--- src/design/sts_pkg.sv ---
// Shared types, constants and helper functions for the sphere triangle subdivider.
// No dependencies; every other design file but sts_checker refers to this package by scoped names.
package sts_pkg;

    // Default number of fraction bits of the coordinate format.
    localparam int FRAC_BITS_DEF = 14;

    // Width of one coordinate field.
    localparam int CW = 16;

    // Edge components are one bit wider than a coordinate.
    localparam int EW = CW + 1;

    // Widest vector handed to a normalizer: a cross product component.
    localparam int NORM_IW = 2 * EW + 1;

    // Configuration register indexes.
    localparam int CFG_IDX_W = 2;
    localparam logic [CFG_IDX_W-1:0] CFG_SUBDIV = 2'd0;
    localparam logic [CFG_IDX_W-1:0] CFG_SMOOTH = 2'd1;

    // Vertex codes: corners a, b, c and edge midpoints ab, bc, ca.
    localparam int VTX_W = 3;
    localparam logic [VTX_W-1:0] VTX_A  = 3'd0;
    localparam logic [VTX_W-1:0] VTX_B  = 3'd1;
    localparam logic [VTX_W-1:0] VTX_C  = 3'd2;
    localparam logic [VTX_W-1:0] VTX_AB = 3'd3;
    localparam logic [VTX_W-1:0] VTX_BC = 3'd4;
    localparam logic [VTX_W-1:0] VTX_CA = 3'd5;
    localparam int NUM_VTX = 6;

    // Output triangles per input and corners per triangle.
    localparam int NUM_TRI = 4;
    localparam logic [1:0] TRI_LAST    = 2'd3;
    localparam logic [1:0] CORNER_LAST = 2'd2;

    typedef logic [CW-1:0] coord_t;
    typedef coord_t [2:0] vec3_t;                 // element 0 is x
    typedef logic [NORM_IW-1:0] wide_t;
    typedef wide_t [2:0] cross_t;                 // element 0 is x

    typedef struct packed {
        logic smooth;
        logic subdiv;
    } mode_t;

    localparam int MODE_W = 2;

    // Sign extension of a coordinate to normalizer width.
    function automatic wide_t sext_coord(input coord_t v);
        return {{(NORM_IW - CW){v[CW-1]}}, v};
    endfunction

    // Which vertex sits at a given corner of a given output triangle.
    function automatic logic [VTX_W-1:0] vert_sel(input logic subdiv,
                                                   input logic [1:0] tri_idx,
                                                   input logic [1:0] corner);
        logic [VTX_W-1:0] c0;
        logic [VTX_W-1:0] c1;
        logic [VTX_W-1:0] c2;
        logic [VTX_W-1:0] code;
        c0 = VTX_A;
        c1 = VTX_B;
        c2 = VTX_C;
        if (subdiv) begin
            unique case (tri_idx)
                2'd0: begin c0 = VTX_A;  c1 = VTX_AB; c2 = VTX_CA; end
                2'd1: begin c0 = VTX_AB; c1 = VTX_B;  c2 = VTX_BC; end
                2'd2: begin c0 = VTX_CA; c1 = VTX_BC; c2 = VTX_C;  end
                default: begin c0 = VTX_AB; c1 = VTX_BC; c2 = VTX_CA; end
            endcase
        end
        case (corner)
            2'd0:    code = c0;
            2'd1:    code = c1;
            default: code = c2;
        endcase
        return code;
    endfunction

endpackage

--- src/design/sts_serial.sv ---
// Output serializer: holds one finished triangle and sends its vertices one per cycle while m_tready is high.
// Depends on sts_pkg.
module sts_serial (
    input  logic                         clk,
    input  logic                         rst_n,
    input  logic                         in_valid,
    input  sts_pkg::mode_t               in_mode,
    input  sts_pkg::vec3_t [5:0]         in_pos,
    input  sts_pkg::vec3_t [3:0]         in_fn,
    output logic                         take,
    output logic                         m_tvalid,
    input  logic                         m_tready,
    output logic [6*sts_pkg::CW-1:0]     m_tdata,
    output logic                         m_tlast
);

    sts_pkg::vec3_t [5:0] pos_reg;
    sts_pkg::vec3_t [3:0] fn_reg;
    sts_pkg::mode_t       mode_reg;
    logic [1:0]           tri_cnt_reg;
    logic [1:0]           corner_reg;
    logic                 busy_reg;

    logic [sts_pkg::VTX_W-1:0] code;
    sts_pkg::vec3_t            pos;
    sts_pkg::vec3_t            nrm;
    logic                      last;
    logic                      fire;

    always_comb
    begin
        code = sts_pkg::vert_sel(mode_reg.subdiv, tri_cnt_reg, corner_reg);
        pos  = pos_reg[code];
        nrm  = mode_reg.smooth ? pos : fn_reg[tri_cnt_reg];
        last = (corner_reg == sts_pkg::CORNER_LAST)
               && ((tri_cnt_reg == sts_pkg::TRI_LAST) || !mode_reg.subdiv);
    end

    assign fire     = busy_reg && m_tready;
    assign take     = in_valid && (!busy_reg || (fire && last));
    assign m_tvalid = busy_reg;
    assign m_tdata  = {nrm, pos};
    assign m_tlast  = last;

    always_ff @(posedge clk or negedge rst_n)
    begin
        if (!rst_n)
        begin
            busy_reg    <= 1'b0;
            tri_cnt_reg <= '0;
            corner_reg  <= '0;
        end
        else if (take)
        begin
            busy_reg    <= 1'b1;
            tri_cnt_reg <= '0;
            corner_reg  <= '0;
        end
        else if (fire)
        begin
            if (last)
            begin
                busy_reg <= 1'b0;
            end
            else if (corner_reg == sts_pkg::CORNER_LAST)
            begin
                corner_reg  <= '0;
                tri_cnt_reg <= tri_cnt_reg + 2'd1;
            end
            else
            begin
                corner_reg <= corner_reg + 2'd1;
            end
        end
    end

    always_ff @(posedge clk)
    begin
        if (take)
        begin
            pos_reg  <= in_pos;
            fn_reg   <= in_fn;
            mode_reg <= in_mode;
        end
    end

endmodule

--- config.mk ---
export PLATFORM = sky130hd
export DESIGN_NAME = sts_serial
export DESIGN_NICKNAME = d
export VERILOG_FILES = /design/src/design/sts_pkg.sv /design/src/design/sts_serial.sv
export SDC_FILE = /design/constraint.sdc
export NUM_CORES = 1
export LEC_CHECK = 0
export ABC_AREA = 0
export BUFFER_PORTS_ARGS = -buffer_cell sky130_fd_sc_hd__buf_4
export CAP_MARGIN = 20
export CORE_AREA = 2 2 226 228
export CTS_CLUSTER_SIZE = 14
export DETAILED_ROUTE_END_ITERATION = 10
export DIE_AREA = 0 0 228 230
export PLACE_DENSITY = 0.64
export SKIP_LAST_GASP = 1
export SYNTH_ARGS = -nofsm -noshare
export SYNTH_HDL_FRONTEND = slang
export SYNTH_SLANG_ARGS = --single-unit
--- constraint.sdc ---
create_clock -name clk -period 21.7 [get_ports clk]
set_input_delay 1.085 -clock clk [delete_from_list [all_inputs] [get_ports clk]]
set_output_delay 1.085 -clock clk [all_outputs]
set_load 0.1 [all_outputs]
==> results.py <==
metrics = {
    "status": {
        "run_status": "complete, no violations",
    },
    "critical_path": {
        "crit_family": "buffers and inverters",
        "critPathLaunchType": "flip-flop",
        "timing.critical_path.required_ps": 20610,
        "critPathKind": "flip-flop to output pin",
        "critical_path_arrival_ps": 5270,
        "count_of_buffer_and_inverter_cells_on_the_critical_path": 4,
        "cp_max_fo": 54,
        "crit_path_cell_trace": "inv_1 > ha_1 > or3_1 > a221oi_4 > buf_4 > buf_4 > mux2i_1 > mux2_2 > o221ai_1 > buf_4",
        "reg2reg_depth": 9,
        "worst_path_largest_cell_delay_ps": 780,
        "path_depth": 10,
        "worst_path_max_delay_cell": "sky130_fd_sc_hd__buf_4",
        "crit_path_end_kind": "output pin",
        "cpMostUsedCell": "sky130_fd_sc_hd__buf_4",
    },
    "floorplan": {
        "fp-row-count": 82,
        "die_outline_area_mm2": 0.05244,
        "floorplan.core_area_mm2": 0.04986,
        "chip_width_um": 228,
        "ioPinCount": 585,
        "initial_core_util_pct": 38.99,
        "die_y_um": 230,
    },
    "route": {
        "first_pass_iters": 5,
        "route.antenna.remaining_nets": 0,
        "first_iter_violations": 800,
        "detail_route.drc_violations": 0,
        "post_drt_wl_per_cell_um": 24.55,
        "detailroute.via_count": 11680,
        "routed_wirelength_um": 56340,
        "routed_via_density": 5.091,
    },
    "synthesis": {
        "syn-num-nets": 1471,
        "synth_cells": 980,
        "synthesis.area_per_instance_um2": 19.84,
        "post_synth_instance_area_mm2": 0.01944,
        "yosys_reg_bits": 487,
        "ys_types": 34,
        "ys_warn_count": 0,
        "ys_seq_area_share_pct": 75.09,
    },
    "clocking": {
        "cts_hold_buf": 0,
        "clock_sink_count": 487,
        "root_buffer": "sky130_fd_sc_hd__clkbuf_16",
        "worstSkewPairLatency_ps": 590,
        "tritoncts.num_buffers": 52,
        "cts_tree": "done",
        "cts-htree-levels": 2,
        "quantity_of_gates_resized_following_cts": 0,
        "clk_pin_slew_ps": 60,
        "cts_post_setup_buffers_inserted": 0,
        "max-clock-path-buffers": 3,
    },
    "sta": {
        "drv_slew": 0,
        "max_freq_ghz": 0.1573,
        "setup_viol_count_final": 0,
        "worst_slack_ps": 15340,
        "final-hold-violation-count": 0,
        "slew-limit-headroom_pct": 10.51,
        "fin_crit_period_ps": 6359,
        "fin_crit_sh_pct": 29.30,
        "max_slew.worst_pin.slew_ps": 1342,
        "fin_hold_ws_ps": 289.5,
        "final_setup_skew_ps": 21.64,
        "grt_setup_unrepaired": "false",
        "finalSetupTns_ps": 0,
    },
    "cells_and_area": {
        "layout_commonest_cell": "sky130_fd_sc_hd__buf_4",
        "fraction_of_layout_instances_using_a_drive_strength_above_1_pct": 49.88,
        "post_layout_nonfiller_instances": 2295,
        "layout.cells.most_common_list": "sky130_fd_sc_hd__buf_4 (597), sky130_fd_sc_hd__edfxtp_1 (482), sky130_fd_sc_hd__mux2i_1 (144)",
        "utilization_pct": 53.08,
        "layout-area-overhead-vs-synth_pct": 36.14,
        "final_net_count": 2065,
        "largest_reg_flops": 288,
    },
    "grt": {
        "grt_pass1_vias": 12470,
        "first_pass_grt_wire_length_um": 80120,
        "gr-total-overflow": 0,
        "antenna_found_initial": 7,
        "grt_util_all_layers_pct": 20.89,
        "grt_max_degree": 195,
    },
    "place": {
        "placement.setup.worst_slack_ps": 15760,
        "gp_congestion": 0.8839,
        "place.port_buffers": 584,
        "place.detailed.hpwl_um": 38910,
        "place.detailed.instances": 2189,
    },
    "worst_hold_path": {
        "hold_class": "input port to asynchronous set/reset pin",
    },
    "pwr": {
        "power_leakage_nw": 9.783,
        "power.density_cell_area_mw_per_mm2": 166.4,
        "vdd_ir_drop_max_v": 0.0002023,
    },
    "run": {
        "cap_viol_max_count": 0,
    },
}
==> worst paths after layout <==
path | startpoint | endpoint | slack, ps
min in group clk | m_tvalid | corner_reg[1] | 640
hold / removal | rst_n | m_tvalid | 290
setup / recovery | tri_cnt_reg[1] | m_tdata[84] | 15340
setup reg to reg | tri_cnt_reg[1] | fn_reg[13] | 17160
hold reg to reg | m_tvalid | corner_reg[1] | 640
max in group asynchronous | rst_n | tri_cnt_reg[0] | 21270
==> area by class of cell <==
| class | instances | area [um^2] |
|---|---|---|
| clock buffer | 57 | 1320 |
| timing repair buffer | 601 | 4569 |
| multi-input combinational | 427 | 4556 |
| clock inverter | 39 | 541.8 |
| antenna | 7 | 17.52 |
| tap | 672 | 840.8 |
| fill | 4073 | 23390 |
| sequential | 487 | 14600 |
| inverter | 5 | 18.77 |
==> Yosys cell counts <==
library cell / count / area share, %
sky130_fd_sc_hd__edfxtp_1: 482 / 74
sky130_fd_sc_hd__mux2i_1: 144 / 7.4
sky130_fd_sc_hd__nand2b_1: 52 / 1.7
sky130_fd_sc_hd__mux2_2: 48 / 2.8
sky130_fd_sc_hd__mux4_2: 48 / 5.6
sky130_fd_sc_hd__o22ai_1: 48 / 1.5
sky130_fd_sc_hd__clkbuf_1: 31 / 0.60
sky130_fd_sc_hd__o221ai_1: 28 / 1.3
sky130_fd_sc_hd__o221ai_2: 20 / 1.5
sky130_fd_sc_hd__buf_4: 11 / 0.42
sky130_fd_sc_hd__buf_2: 8 / 0.21
sky130_fd_sc_hd__buf_1: 7 / 0.14
sky130_fd_sc_hd__dfrtp_1: 5 / 0.64
sky130_fd_sc_hd__ha_1: 5 / 0.32
sky130_fd_sc_hd__inv_1: 5 / 0.097
sky130_fd_sc_hd__nor2b_1: 5 / 0.16
sky130_fd_sc_hd__nand2_1: 4 / 0.077
sky130_fd_sc_hd__o21ai_0: 4 / 0.10
sky130_fd_sc_hd__a21oi_1: 3 / 0.077
sky130_fd_sc_hd__buf_8: 3 / 0.23
sky130_fd_sc_hd__nor2_1: 3 / 0.058
sky130_fd_sc_hd__a211oi_1: 2 / 0.077
sky130_fd_sc_hd__a21boi_0: 2 / 0.077
sky130_fd_sc_hd__nand3_1: 2 / 0.051
sky130_fd_sc_hd__a221oi_2: 1 / 0.077
sky130_fd_sc_hd__a22o_1: 1 / 0.045
sky130_fd_sc_hd__clkbuf_4: 1 / 0.039
sky130_fd_sc_hd__nand3b_1: 1 / 0.039
sky130_fd_sc_hd__nor3_1: 1 / 0.026
sky130_fd_sc_hd__o221a_2: 1 / 0.058
sky130_fd_sc_hd__o31ai_1: 1 / 0.039
sky130_fd_sc_hd__o41ai_1: 1 / 0.045
sky130_fd_sc_hd__or2_2: 1 / 0.032
sky130_fd_sc_hd__or3_1: 1 / 0.032
==> layer usage <==
layer	track usage, %	share of wire, %
met5	0	0
met4	8.783	3.3
met3	5.320	7.8
met2	36.41	52
met1	24.59	37
==> power by group <==
group / total (mW) / switching (mW) / internal [mW]
Clock: 0.970 / 0.375 / 0.594
Sequential: 1.17 / 0.0423 / 1.12
Combinational: 2.27 / 1.66 / 0.609
==> per-stage QoR <==
stage | total power [mW] | cell area [um^2]
floorplan | 2.984 | 19440
global placement | 3.453 | 24520
detailed placement | 3.464 | 24520
CTS | 4.441 | 26380
global route | 4.543 | 26470
finish | 4.404 | 26470
==> cells by family after synthesis <==
kind of cell	Yosys count	synth area share, %
compound gates	112	4.949
fa+ha+maj	5	0.3218
buf+inv	66	1.731
flops	487	75.09
mux	240	15.75
simple gates	70	2.150
No activity file was read; power rests on OpenSTA's default activity.
